===== src/sv/marp_pkg.sv =====
// Arpeggiator step engine: shared types, widths and constants.
// No dependencies.
`default_nettype none
package marp_pkg;
   localparam int NOTE_W     = 7;
   localparam int SAMP_W     = 14;
   localparam int OFF_W      = 13;
   localparam int VEL_W      = 7;
   localparam int STEP_W     = 24;
   localparam int SWING_W    = 8;
   localparam int GATE_W     = 9;
   localparam int VLEN_W     = 4;
   localparam int DUR_W      = 25;
   localparam int MOD_W      = 26;
   localparam int LFSR_W     = 16;
   localparam int CSR_IDX_W  = 3;
   localparam int CSR_DATA_W = 56;

   localparam logic [SAMP_W-1:0] MAX_BLOCK  = 14'd8192;
   localparam logic [LFSR_W-1:0] LFSR_SEED  = 16'hACE1;
   localparam logic [LFSR_W-1:0] LFSR_TAPS  = 16'hB400;
   localparam logic [STEP_W-1:0] STEP_RESET = 24'd5512;
   localparam logic [GATE_W-1:0] GATE_RESET = 9'd205;

   typedef enum logic [1:0] {
      OP_NOTE_ON  = 2'd0,
      OP_NOTE_OFF = 2'd1,
      OP_TICK     = 2'd2,
      OP_CLEAR    = 2'd3
   } op_type;

   typedef enum logic [CSR_IDX_W-1:0] {
      CSR_ARP_ORDER   = 3'd0,
      CSR_HOLD_NOTES  = 3'd1,
      CSR_STEP        = 3'd2,
      CSR_SWING       = 3'd3,
      CSR_GATE        = 3'd4,
      CSR_VEL_LEN     = 3'd5,
      CSR_VEL_PATTERN = 3'd6
   } csr_idx_type;

   localparam logic [2:0] ORD_UP     = 3'd0;
   localparam logic [2:0] ORD_DOWN   = 3'd1;
   localparam logic [2:0] ORD_UPDOWN = 3'd2;
   localparam logic [2:0] ORD_RANDOM = 3'd3;
   localparam logic [2:0] ORD_CHORD  = 3'd4;

   typedef struct packed {
      op_type              op;
      logic [NOTE_W-1:0]   note;
      logic                note_ok;
      logic [SAMP_W-1:0]   samples;
   } item_type;

   typedef struct packed {
      logic     valid;
      item_type item;
   } queue_type;

   typedef struct packed {
      logic                  we;
      logic [CSR_IDX_W-1:0]  index;
      logic [CSR_DATA_W-1:0] data;
   } csr_type;

   typedef struct packed {
      logic             start;
      logic [MOD_W-1:0] dividend;
      logic [DUR_W-1:0] divisor;
   } mod_req_type;

   typedef struct packed {
      logic             done;
      logic [DUR_W-1:0] rem;
   } mod_rsp_type;
endpackage
`default_nettype wire


===== src/sv/marp_req_if.sv =====
// Request channel: note, tick and clear words.
// Depends on marp_pkg.
`default_nettype none
interface marp_req_if;
   logic                          valid;
   logic                          ready;
   logic [1:0]                    mode;
   logic [marp_pkg::NOTE_W-1:0]   note_number;
   logic [marp_pkg::SAMP_W-1:0]   block_samples;
   modport source (output valid, mode, note_number, block_samples, input ready);
   modport sink   (input valid, mode, note_number, block_samples, output ready);
endinterface
`default_nettype wire


===== src/sv/marp_rsp_if.sv =====
// Response channel: MIDI event words.
// Depends on marp_pkg.
`default_nettype none
interface marp_rsp_if;
   logic                         valid;
   logic                         ready;
   logic                         event_kind;
   logic [marp_pkg::NOTE_W-1:0]  event_note;
   logic [marp_pkg::VEL_W-1:0]   event_velocity;
   logic [marp_pkg::OFF_W-1:0]   sample_offset;
   logic                         last_event;
   modport source (output valid, event_kind, event_note, event_velocity, sample_offset,
                   last_event, input ready);
   modport sink   (input valid, event_kind, event_note, event_velocity, sample_offset,
                   last_event, output ready);
endinterface
`default_nettype wire


===== src/sv/marp_front.sv =====
// Front end: accepts request words, decodes them, holds them in a 2-entry queue.
// Depends on marp_pkg, marp_req_if.
`default_nettype none
module marp_front #(
   parameter int NOTE_COUNT = 128
) (
   input  wire                  clock,
   input  wire                  reset,
   marp_req_if.sink             req_ch,
   input  wire                  pop,
   output marp_pkg::queue_type  head
);
   marp_pkg::item_type q_ff [2];
   marp_pkg::item_type q_in [2];
   logic       wptr_ff, wptr_in, rptr_ff, rptr_in;
   logic [1:0] fill_ff, fill_in;
   logic       push;
   marp_pkg::item_type dec;

   assign req_ch.ready = (fill_ff != 2'd2);
   assign push = req_ch.valid && req_ch.ready;
   assign head.valid = (fill_ff != 2'd0);
   assign head.item  = q_ff[rptr_ff];

   always_comb begin
      dec.op      = marp_pkg::op_type'(req_ch.mode);
      dec.note    = req_ch.note_number;
      dec.note_ok = (32'(req_ch.note_number) < NOTE_COUNT);
      dec.samples = (req_ch.block_samples > marp_pkg::MAX_BLOCK) ?
                    marp_pkg::MAX_BLOCK : req_ch.block_samples;
   end

   always_comb begin
      q_in    = q_ff;
      wptr_in = wptr_ff;
      rptr_in = rptr_ff;
      fill_in = fill_ff;
      if (push) begin
         q_in[wptr_ff] = dec;
         wptr_in = ~wptr_ff;
      end
      if (pop && head.valid) begin
         rptr_in = ~rptr_ff;
      end
      fill_in = fill_ff + {1'b0, push} - {1'b0, pop && head.valid};
   end

   always_ff @(posedge clock) begin
      q_ff <= q_in;
      if (reset) begin
         wptr_ff <= 1'b0;
         rptr_ff <= 1'b0;
         fill_ff <= 2'd0;
      end else begin
         wptr_ff <= wptr_in;
         rptr_ff <= rptr_in;
         fill_ff <= fill_in;
      end
   end
endmodule
`default_nettype wire


===== src/sv/marp_mod.sv =====
// Shared restoring remainder unit, one quotient bit per cycle.
// Depends on marp_pkg.
`default_nettype none
module marp_mod (
   input  wire                    clock,
   input  wire                    reset,
   input  marp_pkg::mod_req_type  req,
   output marp_pkg::mod_rsp_type  rsp
);
   localparam int CNT_W = $clog2(marp_pkg::MOD_W);

   logic                          busy_ff, busy_in, done_ff, done_in;
   logic [CNT_W-1:0]              cnt_ff, cnt_in;
   logic [marp_pkg::MOD_W-1:0]    dvd_ff, dvd_in;
   logic [marp_pkg::DUR_W-1:0]    dvs_ff, dvs_in, rem_ff, rem_in;
   logic [marp_pkg::MOD_W-1:0]    trial;

   assign rsp.done = done_ff;
   assign rsp.rem  = rem_ff;

   always_comb begin
      busy_in = busy_ff;
      done_in = 1'b0;
      cnt_in  = cnt_ff;
      dvd_in  = dvd_ff;
      dvs_in  = dvs_ff;
      rem_in  = rem_ff;
      trial   = {rem_ff, dvd_ff[marp_pkg::MOD_W-1]};
      if (req.start) begin
         busy_in = 1'b1;
         cnt_in  = '0;
         dvd_in  = req.dividend;
         dvs_in  = req.divisor;
         rem_in  = '0;
      end else if (busy_ff) begin
         dvd_in = {dvd_ff[marp_pkg::MOD_W-2:0], 1'b0};
         if (trial >= {1'b0, dvs_ff}) begin
            rem_in = marp_pkg::DUR_W'(trial - {1'b0, dvs_ff});
         end else begin
            rem_in = marp_pkg::DUR_W'(trial);
         end
         cnt_in = cnt_ff + 1'b1;
         if (cnt_ff == CNT_W'(marp_pkg::MOD_W - 1)) begin
            busy_in = 1'b0;
            done_in = 1'b1;
         end
      end
   end

   always_ff @(posedge clock) begin
      cnt_ff <= cnt_in;
      dvd_ff <= dvd_in;
      dvs_ff <= dvs_in;
      rem_ff <= rem_in;
      if (reset) begin
         busy_ff <= 1'b0;
         done_ff <= 1'b0;
      end else begin
         busy_ff <= busy_in;
         done_ff <= done_in;
      end
   end
endmodule
`default_nettype wire


===== src/sv/marp_back.sv =====
// Back end: held-note set, step timing, note selection and event output register.
// Depends on marp_pkg, marp_rsp_if, marp_mod.
`default_nettype none
module marp_back #(
   parameter int NOTE_COUNT        = 128,
   parameter int VEL_PATTERN_DEPTH = 8
) (
   input  wire                  clock,
   input  wire                  reset,
   input  marp_pkg::queue_type  head,
   output logic                 pop,
   input  marp_pkg::csr_type    csr,
   marp_rsp_if.source           rsp_ch
);
   localparam int CHUNKS = (NOTE_COUNT + 7) / 8;
   localparam int PAD    = CHUNKS * 8;
   localparam int IDX_W  = $clog2(PAD);
   localparam int CH_W   = $clog2(CHUNKS);
   localparam int CNT_W  = $clog2(NOTE_COUNT + 1);
   localparam int VPW    = VEL_PATTERN_DEPTH * 7;
   localparam int NW     = marp_pkg::NOTE_W;
   localparam int DW     = marp_pkg::DUR_W;
   localparam int OW     = marp_pkg::OFF_W;
   localparam int VLEN_W_L = marp_pkg::VLEN_W;

   typedef enum logic [13:0] {
      ST_IDLE  = 14'b00000000000001,
      ST_EMPTY = 14'b00000000000010,
      ST_DUR   = 14'b00000000000100,
      ST_GATE  = 14'b00000000001000,
      ST_OFF1  = 14'b00000000010000,
      ST_ADV   = 14'b00000000100000,
      ST_MODW  = 14'b00000001000000,
      ST_POS   = 14'b00000010000000,
      ST_VELW  = 14'b00000100000000,
      ST_SCAN  = 14'b00001000000000,
      ST_ON    = 14'b00010000000000,
      ST_GOFF  = 14'b00100000000000,
      ST_ACC   = 14'b01000000000000,
      ST_ACCW  = 14'b10000000000000
   } state_type;

   state_type st_ff, st_in;
   logic [2:0]                       order_ff, order_in;
   logic                             hold_ff, hold_in;
   logic [marp_pkg::STEP_W-1:0]      step_ff, step_in;
   logic [marp_pkg::SWING_W-1:0]     swing_ff, swing_in;
   logic [marp_pkg::GATE_W-1:0]      gate_ff, gate_in;
   logic [marp_pkg::VLEN_W-1:0]      vlen_ff, vlen_in;
   logic [VPW-1:0]                   vpat_ff, vpat_in;
   logic [PAD-1:0]                   held_ff, held_in;
   logic [CNT_W-1:0]                 cnt_ff, cnt_in;
   logic [NW-1:0]                    idx_ff, idx_in;
   logic                             down_ff, down_in;
   logic                             snd_ok_ff, snd_ok_in;
   logic [NW-1:0]                    snd_ff, snd_in;
   logic [DW-1:0]                    accum_ff, accum_in;
   logic [marp_pkg::LFSR_W-1:0]      lfsr_ff, lfsr_in;
   logic [marp_pkg::SAMP_W-1:0]      n_ff, n_in;
   logic [DW-1:0]                    dur_ff, dur_in, gdur_ff, gdur_in;
   logic [marp_pkg::MOD_W-1:0]       sum_ff, sum_in;
   logic [OW-1:0]                    off_ff, off_in;
   logic                             gated_ff, gated_in;
   logic [CH_W-1:0]                  chunk_ff, chunk_in;
   logic [NW-1:0]                    k_ff, k_in;
   logic [marp_pkg::VEL_W-1:0]       vel_ff, vel_in;
   logic                             ov_ff, ov_in, okind_ff, okind_in, olast_ff, olast_in;
   logic [NW-1:0]                    onote_ff, onote_in;
   logic [marp_pkg::VEL_W-1:0]       ovel_ff, ovel_in;
   logic [OW-1:0]                    ooff_ff, ooff_in;

   marp_pkg::mod_req_type mreq;
   marp_pkg::mod_rsp_type mrsp;

   logic                      out_free;
   logic [IDX_W-1:0]          nidx;
   logic [CNT_W-1:0]          cnt_m1, cnt_after;
   logic [marp_pkg::STEP_W-1:0] base;
   logic [8:0]                mult9;
   logic [33:0]               prod;
   logic [DW-1:0]             dnew, diff;
   logic [marp_pkg::GATE_W-1:0] gclamp;
   logic [marp_pkg::SAMP_W-1:0] nm1;
   logic signed [8:0]         ud_t;
   logic [marp_pkg::LFSR_W-1:0] lfsr_nx;
   logic [VLEN_W_L-1:0]       vlen_c;
   logic [2:0]                ent;
   logic [6:0]                vraw;
   logic [7:0]                bits;
   logic [3:0]                pc, seen;
   logic [2:0]                hit;
   logic [marp_pkg::MOD_W-1:0] gsum;

   marp_mod u_mod (.clock(clock), .reset(reset), .req(mreq), .rsp(mrsp));

   assign out_free = !ov_ff || rsp_ch.ready;
   assign nidx     = head.item.note[IDX_W-1:0];
   assign cnt_m1   = cnt_ff - 1'b1;

   assign rsp_ch.valid          = ov_ff;
   assign rsp_ch.event_kind     = okind_ff;
   assign rsp_ch.event_note     = onote_ff;
   assign rsp_ch.event_velocity = ovel_ff;
   assign rsp_ch.sample_offset  = ooff_ff;
   assign rsp_ch.last_event     = olast_ff;

   always_comb begin
      st_in = st_ff;   order_in = order_ff; hold_in = hold_ff; step_in = step_ff;
      swing_in = swing_ff; gate_in = gate_ff; vlen_in = vlen_ff; vpat_in = vpat_ff;
      held_in = held_ff; cnt_in = cnt_ff; idx_in = idx_ff; down_in = down_ff;
      snd_ok_in = snd_ok_ff; snd_in = snd_ff; accum_in = accum_ff; lfsr_in = lfsr_ff;
      n_in = n_ff; dur_in = dur_ff; gdur_in = gdur_ff; sum_in = sum_ff; off_in = off_ff;
      gated_in = gated_ff; chunk_in = chunk_ff; k_in = k_ff; vel_in = vel_ff;
      ov_in = ov_ff; okind_in = okind_ff; olast_in = olast_ff; onote_in = onote_ff;
      ovel_in = ovel_ff; ooff_in = ooff_ff;
      pop = 1'b0;
      mreq = '0;
      cnt_after = cnt_ff;
      base  = (step_ff == '0) ? marp_pkg::STEP_W'(1) : step_ff;
      mult9 = idx_ff[0] ? (9'd256 + 9'(swing_ff)) : (9'd256 - 9'(swing_ff));
      prod  = 34'(base) * 34'(mult9);
      dnew  = DW'(prod >> 8);
      gclamp = (gate_ff == '0) ? 9'd1 : ((gate_ff > 9'd256) ? 9'd256 : gate_ff);
      diff  = (dur_ff > accum_ff) ? (dur_ff - accum_ff) : '0;
      nm1   = n_ff - 1'b1;
      ud_t  = $signed({2'b00, idx_ff}) + (down_ff ? -9'sd1 : 9'sd1);
      lfsr_nx = (lfsr_ff >> 1) ^ (lfsr_ff[0] ? marp_pkg::LFSR_TAPS : '0);
      vlen_c = (vlen_ff == '0) ? VLEN_W_L'(1) :
               ((32'(vlen_ff) > VEL_PATTERN_DEPTH) ? VLEN_W_L'(VEL_PATTERN_DEPTH) : vlen_ff);
      ent   = mrsp.rem[2:0];
      vraw  = vpat_ff[7*ent +: 7];
      bits  = held_ff[chunk_ff*8 +: 8];
      pc    = '0;
      seen  = '0;
      hit   = '0;
      for (int j = 0; j < 8; j++) begin
         if (bits[j]) begin
            if (seen == {1'b0, k_ff[2:0]}) hit = 3'(j);
            seen = seen + 1'b1;
         end
      end
      pc    = seen;
      gsum  = marp_pkg::MOD_W'(off_ff) + marp_pkg::MOD_W'(gdur_ff);

      if (ov_ff && rsp_ch.ready) ov_in = 1'b0;

      case (st_ff)
         ST_IDLE: begin
            if (head.valid) begin
               pop = 1'b1;
               case (head.item.op)
                  marp_pkg::OP_NOTE_ON: begin
                     if (head.item.note_ok && !held_ff[nidx]) begin
                        held_in[nidx] = 1'b1;
                        cnt_in = cnt_ff + 1'b1;
                     end
                  end
                  marp_pkg::OP_NOTE_OFF: begin
                     if (!hold_ff && head.item.note_ok) begin
                        if (held_ff[nidx]) cnt_after = cnt_m1;
                        held_in[nidx] = 1'b0;
                        cnt_in = cnt_after;
                        if (cnt_after == '0) begin
                           snd_ok_in = 1'b0;
                           idx_in = '0;
                           down_in = (order_ff == marp_pkg::ORD_DOWN);
                        end
                     end
                  end
                  marp_pkg::OP_CLEAR: begin
                     held_in = '0; cnt_in = '0; idx_in = '0;
                     down_in = (order_ff == marp_pkg::ORD_DOWN);
                     snd_ok_in = 1'b0; accum_in = '0; lfsr_in = marp_pkg::LFSR_SEED;
                  end
                  default: begin
                     n_in = head.item.samples;
                     if (cnt_ff == '0) begin
                        accum_in = '0;
                        if (snd_ok_ff) st_in = ST_EMPTY;
                     end else begin
                        st_in = ST_DUR;
                     end
                  end
               endcase
            end
         end
         ST_EMPTY: begin
            if (out_free) begin
               ov_in = 1'b1; okind_in = 1'b0; onote_in = snd_ff; ovel_in = '0;
               ooff_in = '0; olast_in = 1'b1; snd_ok_in = 1'b0;
               st_in = ST_IDLE;
            end
         end
         ST_DUR: begin
            dur_in = (dnew == '0) ? DW'(1) : dnew;
            sum_in = marp_pkg::MOD_W'(accum_ff) + marp_pkg::MOD_W'(n_ff);
            st_in  = ST_GATE;
         end
         ST_GATE: begin
            gdur_in = DW'((34'(dur_ff) * 34'(gclamp)) >> 8);
            if (n_ff == '0) off_in = '0;
            else if (diff > DW'(nm1)) off_in = OW'(nm1);
            else off_in = OW'(diff);
            st_in = (sum_ff >= marp_pkg::MOD_W'(dur_ff)) ? ST_OFF1 : ST_ACC;
         end
         ST_OFF1: begin
            gated_in = (gsum < marp_pkg::MOD_W'(n_ff));
            if (!snd_ok_ff) begin
               st_in = ST_ADV;
            end else if (out_free) begin
               ov_in = 1'b1; okind_in = 1'b0; onote_in = snd_ff; ovel_in = '0;
               ooff_in = off_ff; olast_in = 1'b0;
               st_in = ST_ADV;
            end
         end
         ST_ADV: begin
            case (order_ff)
               marp_pkg::ORD_UPDOWN: begin
                  if (ud_t >= $signed(9'(cnt_m1))) begin
                     down_in = 1'b1; idx_in = NW'(cnt_m1);
                  end else if (ud_t <= 9'sd0) begin
                     down_in = 1'b0; idx_in = '0;
                  end else begin
                     idx_in = NW'(ud_t);
                  end
                  st_in = ST_POS;
               end
               marp_pkg::ORD_RANDOM: begin
                  lfsr_in = lfsr_nx;
                  mreq.start = 1'b1;
                  mreq.dividend = marp_pkg::MOD_W'(lfsr_nx);
                  mreq.divisor = DW'(cnt_ff);
                  st_in = ST_MODW;
               end
               marp_pkg::ORD_CHORD: begin
                  idx_in = '0;
                  st_in = ST_POS;
               end
               default: begin
                  mreq.start = 1'b1;
                  mreq.dividend = marp_pkg::MOD_W'(idx_ff) + 1'b1;
                  mreq.divisor = DW'(cnt_ff);
                  st_in = ST_MODW;
               end
            endcase
         end
         ST_MODW: begin
            if (mrsp.done) begin
               idx_in = NW'(mrsp.rem);
               st_in = ST_POS;
            end
         end
         ST_POS: begin
            mreq.start = 1'b1;
            mreq.dividend = marp_pkg::MOD_W'(idx_ff);
            mreq.divisor = DW'(vlen_c);
            k_in = (order_ff == marp_pkg::ORD_DOWN) ? NW'(cnt_m1 - CNT_W'(idx_ff)) : idx_ff;
            chunk_in = '0;
            snd_ok_in = 1'b1;
            st_in = ST_VELW;
         end
         ST_VELW: begin
            if (mrsp.done) begin
               vel_in = (vraw == '0) ? 7'd1 : vraw;
               st_in = ST_SCAN;
            end
         end
         ST_SCAN: begin
            if (k_ff < NW'(pc)) begin
               snd_in = NW'({chunk_ff, hit});
               st_in = ST_ON;
            end else begin
               k_in = k_ff - NW'(pc);
               chunk_in = chunk_ff + 1'b1;
            end
         end
         ST_ON: begin
            if (out_free) begin
               ov_in = 1'b1; okind_in = 1'b1; onote_in = snd_ff; ovel_in = vel_ff;
               ooff_in = off_ff; olast_in = !gated_ff;
               st_in = gated_ff ? ST_GOFF : ST_ACC;
            end
         end
         ST_GOFF: begin
            if (out_free) begin
               ov_in = 1'b1; okind_in = 1'b0; onote_in = snd_ff; ovel_in = '0;
               ooff_in = OW'(gsum); olast_in = 1'b1;
               st_in = ST_ACC;
            end
         end
         ST_ACC: begin
            mreq.start = 1'b1;
            mreq.dividend = sum_ff;
            mreq.divisor = dur_ff;
            st_in = ST_ACCW;
         end
         ST_ACCW: begin
            if (mrsp.done) begin
               accum_in = mrsp.rem;
               st_in = ST_IDLE;
            end
         end
         default: st_in = ST_IDLE;
      endcase

      if (csr.we) begin
         case (marp_pkg::csr_idx_type'(csr.index))
            marp_pkg::CSR_ARP_ORDER: begin
               order_in = csr.data[2:0];
               idx_in = '0;
               down_in = (csr.data[2:0] == marp_pkg::ORD_DOWN);
            end
            marp_pkg::CSR_HOLD_NOTES: begin
               if (hold_ff && !csr.data[0]) begin
                  held_in = '0; cnt_in = '0; idx_in = '0;
               end
               hold_in = csr.data[0];
            end
            marp_pkg::CSR_STEP:        step_in  = csr.data[marp_pkg::STEP_W-1:0];
            marp_pkg::CSR_SWING:       swing_in = csr.data[marp_pkg::SWING_W-1:0];
            marp_pkg::CSR_GATE:        gate_in  = csr.data[marp_pkg::GATE_W-1:0];
            marp_pkg::CSR_VEL_LEN:     vlen_in  = csr.data[marp_pkg::VLEN_W-1:0];
            marp_pkg::CSR_VEL_PATTERN: vpat_in  = csr.data[VPW-1:0];
            default: ;
         endcase
      end
   end

   always_ff @(posedge clock) begin
      n_ff <= n_in; dur_ff <= dur_in; gdur_ff <= gdur_in; sum_ff <= sum_in;
      off_ff <= off_in; gated_ff <= gated_in; chunk_ff <= chunk_in; k_ff <= k_in;
      vel_ff <= vel_in; okind_ff <= okind_in; olast_ff <= olast_in;
      onote_ff <= onote_in; ovel_ff <= ovel_in; ooff_ff <= ooff_in; snd_ff <= snd_in;
      if (reset) begin
         st_ff <= ST_IDLE;
         order_ff <= marp_pkg::ORD_UP; hold_ff <= 1'b0; step_ff <= marp_pkg::STEP_RESET;
         swing_ff <= '0; gate_ff <= marp_pkg::GATE_RESET;
         vlen_ff <= marp_pkg::VLEN_W'(1); vpat_ff <= VPW'(7'd127);
         held_ff <= '0; cnt_ff <= '0; idx_ff <= '0; down_ff <= 1'b0;
         snd_ok_ff <= 1'b0; accum_ff <= '0; lfsr_ff <= marp_pkg::LFSR_SEED;
         ov_ff <= 1'b0;
      end else begin
         st_ff <= st_in;
         order_ff <= order_in; hold_ff <= hold_in; step_ff <= step_in;
         swing_ff <= swing_in; gate_ff <= gate_in; vlen_ff <= vlen_in; vpat_ff <= vpat_in;
         held_ff <= held_in; cnt_ff <= cnt_in; idx_ff <= idx_in; down_ff <= down_in;
         snd_ok_ff <= snd_ok_in; accum_ff <= accum_in; lfsr_ff <= lfsr_in;
         ov_ff <= ov_in;
      end
   end

   a_cnt_range: assert property (@(posedge clock) disable iff (reset)
      32'(cnt_ff) <= NOTE_COUNT)
      else $error("held count out of range");
   a_off_vel: assert property (@(posedge clock) disable iff (reset)
      ov_ff && !okind_ff |-> ovel_ff == '0)
      else $error("note-off with nonzero velocity");
   a_on_vel: assert property (@(posedge clock) disable iff (reset)
      ov_ff && okind_ff |-> ovel_ff != '0)
      else $error("note-on with zero velocity");
   a_lfsr: assert property (@(posedge clock) disable iff (reset)
      lfsr_ff != '0)
      else $error("lfsr locked at zero");
endmodule
`default_nettype wire


===== src/sv/midi_arpeggiator_step.sv =====
// Arpeggiator step engine, top level: front queue, back engine, CSR port.
// Depends on marp_pkg, marp_req_if, marp_rsp_if, marp_front, marp_back.
//
//  channel   dir  handshake      words
//  req_ch    in   valid/ready    note on, note off, block tick, clear
//  rsp_ch    out  valid/ready    note events, last_event marks end of a tick
//  csr_*     in   csr_wr_en      register writes, no read-back
//
// Note on/off and clear are handled in the idle state of the back engine.
// A tick takes 1 to 3 remainder passes plus a scan of up to NOTE_COUNT/8 chunks of the
// held set, and waits while rsp_ch is not ready.
// Synchronous active-high reset; no clearing pass.
// The 2-entry queue keeps taking words, until it is full, while the back engine stalls on rsp_ch.
`default_nettype none
module midi_arpeggiator_step #(
   parameter int NOTE_COUNT        = 128,
   parameter int VEL_PATTERN_DEPTH = 8
) (
   input  wire                                 clock,
   input  wire                                 reset,
   marp_req_if.sink                            req_ch,
   marp_rsp_if.source                          rsp_ch,
   input  wire                                 csr_wr_en,
   input  wire [marp_pkg::CSR_IDX_W-1:0]       csr_index,
   input  wire [marp_pkg::CSR_DATA_W-1:0]      csr_wdata
);
   marp_pkg::queue_type head;
   marp_pkg::csr_type   csr;
   logic                pop;

   assign csr.we    = csr_wr_en;
   assign csr.index = csr_index;
   assign csr.data  = csr_wdata;

   marp_front #(.NOTE_COUNT(NOTE_COUNT)) u_front (
      .clock(clock), .reset(reset), .req_ch(req_ch), .pop(pop), .head(head)
   );

   marp_back #(.NOTE_COUNT(NOTE_COUNT), .VEL_PATTERN_DEPTH(VEL_PATTERN_DEPTH)) u_back (
      .clock(clock), .reset(reset), .head(head), .pop(pop), .csr(csr), .rsp_ch(rsp_ch)
   );
endmodule
`default_nettype wire


===== src/flat_wrapper.sv =====
// flat-port wrapper written by rule: the top's interface ports become plain ports
module midi_arpeggiator_step_flat 
#(
   parameter int NOTE_COUNT        = 128,
   parameter int VEL_PATTERN_DEPTH = 8
)
  (clock, reset, csr_wr_en, csr_index, csr_wdata, req_ch_valid, req_ch_mode, req_ch_note_number, req_ch_block_samples, req_ch_ready, rsp_ch_valid, rsp_ch_event_kind, rsp_ch_event_note, rsp_ch_event_velocity, rsp_ch_sample_offset, rsp_ch_last_event, rsp_ch_ready);
  marp_req_if req_ch_i ();
  marp_rsp_if rsp_ch_i ();
  input  wire clock;
  input  wire reset;
  input  wire csr_wr_en;
  input  wire [marp_pkg::CSR_IDX_W-1:0] csr_index;
  input  wire [marp_pkg::CSR_DATA_W-1:0] csr_wdata;
  input wire logic [$bits(req_ch_i.valid)-1:0] req_ch_valid;
  input wire logic [$bits(req_ch_i.mode)-1:0] req_ch_mode;
  input wire logic [$bits(req_ch_i.note_number)-1:0] req_ch_note_number;
  input wire logic [$bits(req_ch_i.block_samples)-1:0] req_ch_block_samples;
  output wire logic [$bits(req_ch_i.ready)-1:0] req_ch_ready;
  output wire logic [$bits(rsp_ch_i.valid)-1:0] rsp_ch_valid;
  output wire logic [$bits(rsp_ch_i.event_kind)-1:0] rsp_ch_event_kind;
  output wire logic [$bits(rsp_ch_i.event_note)-1:0] rsp_ch_event_note;
  output wire logic [$bits(rsp_ch_i.event_velocity)-1:0] rsp_ch_event_velocity;
  output wire logic [$bits(rsp_ch_i.sample_offset)-1:0] rsp_ch_sample_offset;
  output wire logic [$bits(rsp_ch_i.last_event)-1:0] rsp_ch_last_event;
  input wire logic [$bits(rsp_ch_i.ready)-1:0] rsp_ch_ready;
  assign req_ch_i.valid = req_ch_valid;
  assign req_ch_i.mode = req_ch_mode;
  assign req_ch_i.note_number = req_ch_note_number;
  assign req_ch_i.block_samples = req_ch_block_samples;
  assign req_ch_ready = req_ch_i.ready;
  assign rsp_ch_valid = rsp_ch_i.valid;
  assign rsp_ch_event_kind = rsp_ch_i.event_kind;
  assign rsp_ch_event_note = rsp_ch_i.event_note;
  assign rsp_ch_event_velocity = rsp_ch_i.event_velocity;
  assign rsp_ch_sample_offset = rsp_ch_i.sample_offset;
  assign rsp_ch_last_event = rsp_ch_i.last_event;
  assign rsp_ch_i.ready = rsp_ch_ready;
  midi_arpeggiator_step #(.NOTE_COUNT(NOTE_COUNT), .VEL_PATTERN_DEPTH(VEL_PATTERN_DEPTH)) u_core (.clock(clock), .reset(reset), .req_ch(req_ch_i), .rsp_ch(rsp_ch_i), .csr_wr_en(csr_wr_en), .csr_index(csr_index), .csr_wdata(csr_wdata));
endmodule

===== config.mk =====
export PLATFORM = sky130hd
export DESIGN_NAME = midi_arpeggiator_step_flat
export DESIGN_NICKNAME = d
export VERILOG_FILES = /design/src/sv/marp_pkg.sv /design/src/sv/marp_req_if.sv /design/src/sv/marp_rsp_if.sv /design/src/sv/marp_front.sv /design/src/sv/marp_mod.sv /design/src/sv/marp_back.sv /design/src/sv/midi_arpeggiator_step.sv /design/src/flat_wrapper.sv
export SDC_FILE = /design/constraint.sdc
export NUM_CORES = 2
export LEC_CHECK = 0
export CAP_MARGIN = 10
export CORE_MARGIN = 4
export CORE_UTILIZATION = 29
export CTS_BUF_LIST = sky130_fd_sc_hd__clkbuf_16
export DETAILED_ROUTE_END_ITERATION = 10
export DONT_BUFFER_PORTS = 1
export PLACE_DENSITY = 0.47
export SETUP_SLACK_MARGIN = 0.5
export SLEW_MARGIN = 5
export SYNTH_ARGS = -nofsm -noshare
export SYNTH_HDL_FRONTEND = slang
export SYNTH_SLANG_ARGS = --single-unit

===== constraint.sdc =====
create_clock -name clock -period 9.3 [get_ports clock]
set_clock_uncertainty 0.15 [all_clocks]
set_input_delay 0.465 -clock clock [delete_from_list [all_inputs] [get_ports clock]]
set_output_delay 0.465 -clock clock [all_outputs]
set_load 0.01 [all_outputs]

==> summary.txt <==
Cells and area
  – Fillcell total: 17100
  – Post-route cell area: between 50000 and 60000 sq um
  – Share of layout cells above drive strength 1: under 10%
  – Synthesis-to-finish area growth: 12.0%
  – Nets: approximately 6000

Timing
  – Pins over their slew limit: 0
  – Final setup viols: 0
  – Max Fclk: about 120 MHz
  – Slew headroom: 15.2%
  – RSZ-0062 raised after global routing: no
  – Fin. Hold Viols: 0
  – Final Critical Period: about 8.4 ns
  – Fin crit share: between 80% and 90%
  – Worst Slack Setup Final: ~0.94 ns
  – Setup TNS Final: 0 ns
  – Worst-Margin Slew: 1.27 ns

Setup path
  – Worst setup path class: flip-flop to flip-flop
  – Crit Path Max Fanout: 22
  – CP bufs+invs: 4
  – Max incr delay on CP: 0.61 ns
  – Crit path DAT: roughly 9 ns
  – Crit end category: flip-flop
  – Crit path launch type: flip-flop
  – Slowest-stage cell, CP: mux4_2
  – CP top delay family: multiplexers
  – Most used cell, CP: ha_1
  – Data required, critical path: slightly below 10 ns

Clocking
  – CTS root buf: clkbuf_16
  – Worst-path clk slew: ~0.060 ns
  – H-tree levels: 3
  – Worst skew pair latency: ~0.68 ns
  – Post-CTS resize count: 0
  – Clock sink count: between 500 and 600
  – CTS buffer count: 75
  – CTS tree: built
  – Clock buffer depth: 3
  – Postcts setup bufs: 0

Placement
  – Gpl congestion: approximately 0.9
  – Number of port buffers: 0
  – Post-DP HPWL: approximately 120000 um
  – Pre-CTS setup slack: around 0.9 ns
  – Cell area after placement: 50100 sq um

Global route
  – Number of global-route vias before repair: between 30000 and 40000
  – Maximum number of pins on one net before global-route repair: 166
  – Global route overflow: 0
  – Initial antenna violation count: 16
  – Global-route wire length before repair: 245000 um
  – Gr usage total: between 15 and 20%

Floorplanning
  – Die Wd: ~410 um
  – Num rows: about 150
  – # IOs: between 100 and 150
  – Die Y: 414 um
  – Core area: approximately 160000 sq um
  – Die Area: about 170000 sq um
  – Starting Density: between 20% and 30%

Logic synthesis
  – Synth unique cells: between 100 and 150
  – Area leader, netlist: edfxtp_1
  – Synthesized area: around 48000 sq um
  – Post-synth EDFFs: 255
  – Top cells by count, synth: nand2_1 (774), inv_1 (562), a21oi_1 (445)
  – Synthesized flop and latch total: between 500 and 600
  – Count leader, synth: nand2_1
  – Total nets after synthesis: 6098
  – Syn_area_per_cell: 8.82 sq um
  – Yosys warns: 0
  – Syn Inst Count: ~5400
  – Fraction of registers with async set/reset: 0%
  – Synth top area share: approximately 16%
  – Sequential area share after synthesis: between 30% and 40%
  – Synth Flop Type: dfxtp_1
  – Top post-synthesis cells by area: edfxtp_1 (16%), dfxtp_1 (14%), fa_1 (13%)

Detailed routing
  – WL final: approximately 160000 um
  – Vias per inst: roughly 5.2
  – Post-route ant nets: 0
  – Post-route DRC violation count: 0
  – Vias: slightly below 40000
  – DR iter-0 viols: roughly 3300
  – Detailed-router iteration count before antenna repair: 6
  – Routed length per instance: about 21 um

Power
  – P_leak: between 20 and 25 nW
  – Power Dens Cells: around 180 nW/um^2
  – Peak supply drop: roughly 0.00013 V

Outcome
  – Status: finished, final reports clean

Flow run
  – Reported max-cap violation count: 0

Worst hold path
  – Hold Crit Class: input port to flip-flop
-- worst register-to-register path, delay by kind of cell (launching register included) --
kind | cells | cell delay, ns
and+or+nand+nor | 3 | 0.85
adders and majority gates | 6 | 1.75
buffers and inverters | 4 | 1.07
DFF | 1 | 0.32
AOI/OAI and AO/OA | 6 | 1.43
muxes | 7 | 2.75
-- layer usage --
metal | global-route usage [%] | part of all wire (%) | vias up
met5 | 0 | 0.034 | -
met4 | 6.15 | 3.8 | 8
met3 | 2.80 | 5.4 | 248
met2 | 29.0 | 45 | 1130
met1 | 25.9 | 46 | 19600
li1 | - | - | 18500
-- where the power goes --
| part | switching (mW) | leakage [nW] | total (mW) | internal, mW |
|---|---|---|---|---|
| logic | 2.17 | 15.6 | 3.41 | 1.24 |
| registers | 0.140 | 5.01 | 3.05 | 2.91 |
| clock network | 1.26 | 1.27 | 2.99 | 1.73 |
| total | 3.58 | 21.9 | 9.45 | 5.88 |
-- through the flow --
step	total power [mW]	cells	util, %	hold WS, ns
4_1_cts	9.53	7595	32.7	0.00483
5_1_grt	10.0	7602	32.8	0.0328
6_report	9.45	7606	32.8	0.0529
2_1_floorplan	5.48	5421	-	0.250
3_5_place_dp	6.45	7368	30.7	0.275
3_3_place_gp	6.43	7368	30.7	0.283
-- state kept, by name, summed over array words and instances, names as in the netlist, 8 cells and up --
register	count
u_core.u_back.sum_ff	26
u_core.u_back.lfsr_ff	16
u_core.u_back.st_ff	14
u_core.u_back.step_ff	24
u_core.u_back.gate_ff	9
u_core.u_back.rsp_ch.sample_offset	13
u_core.u_back.u_mod.rem_ff	25
u_core.u_back.cnt_ff	8
u_core.u_back.u_mod.dvd_ff	26
u_core.u_back.gdur_ff	25
u_core.u_back.accum_ff	25
u_core.u_back.dur_ff	25
u_core.u_back.swing_ff	8
u_core.u_front.q_ff	46
u_core.u_back.u_mod.dvs_ff	25
u_core.u_back.n_ff	14
u_core.u_back.off_ff	13
u_core.u_back.held_ff	128
u_core.u_back.vpat_ff	56
-- layout by cell type, fill, tap and decap left out, types with 15 or more instances in the layout --
cell and count:
a211oi_1 24, nor4_1 29, o21ai_0 194, clkbuf_16 77, nand3b_1 17, fa_1 321
a21oi_1 445, buf_4 104, o221ai_1 22, mux2_2 42, nand2b_1 53, a221oi_1 17
ha_1 269, a22oi_1 16, dlygate4sd3_1 87, a31oi_1 97, nor3b_1 15, dfxtp_1 341
nor2b_1 125, o21a_1 38, xnor2_1 125, nor2_1 297, mux2i_1 42, mux4_2 54
a22o_1 36, a21o_1 68, inv_1 581, nand2_1 773, nand3_1 82, nor3_1 132
nand4_1 40, edfxtp_1 255, or3_1 31, clkinv_1 16, and3_1 22, and2_1 127
xor2_1 65, o22ai_1 38
-- cell families after synthesis --
family | share of synthesized area [%]
xor gates and xnor gates | 3.71
muxes | 4.59
and+or+nand+nor | 18.0
buffers and inverters | 7.25
AOI/OAI and AO/OA | 15.6
DFF | 30.3
adders and majority gates | 20.5
-- worst paths after layout --
check,cells after the start,slack (ns),startpoint,end
worst min register to register,0,0.28,u_core.u_back.snd_ff[1]$_DFFE_PP_,u_core.u_back.rsp_ch.event_note[1]$_DFFE_PP_
worst max-delay path,26,0.94,u_core.u_back.chunk_ff[0]$_SDFFCE_PN0P_,u_core.u_back.st_ff[7]$_SDFFE_PP0P_
worst max register to register,26,0.94,u_core.u_back.chunk_ff[0]$_SDFFCE_PN0P_,u_core.u_back.st_ff[7]$_SDFFE_PP0P_
worst min-delay path,4,0.05,csr_wr_en,u_core.u_back.hold_ff$_SDFFE_PP0P_
-- cell type report --
| class | instances | area, sq um | area share (%) |
|---|---|---|---|
| multi-input combinational | 3930 | 30000 | 56.1 |
| sequential | 597 | 14500 | 27.1 |
| tap | 2175 | 2720 | 5.08 |
| inverter | 563 | 2110 | 3.95 |
| clock buffer | 77 | 1930 | 3.60 |
| timing repair buffer | 192 | 1680 | 3.14 |
| clock inverter | 62 | 518 | 0.968 |
| antenna | 10 | 25.0 | 0.0468 |
-- repair_timing --
item                                    4_1_cts  5_1_grt
endpoints found under the hold margin       216        0
hold buffers                                 88        0
endpoints found under the setup margin        0        0
Note: power is estimated with default switching activity, not from simulation.
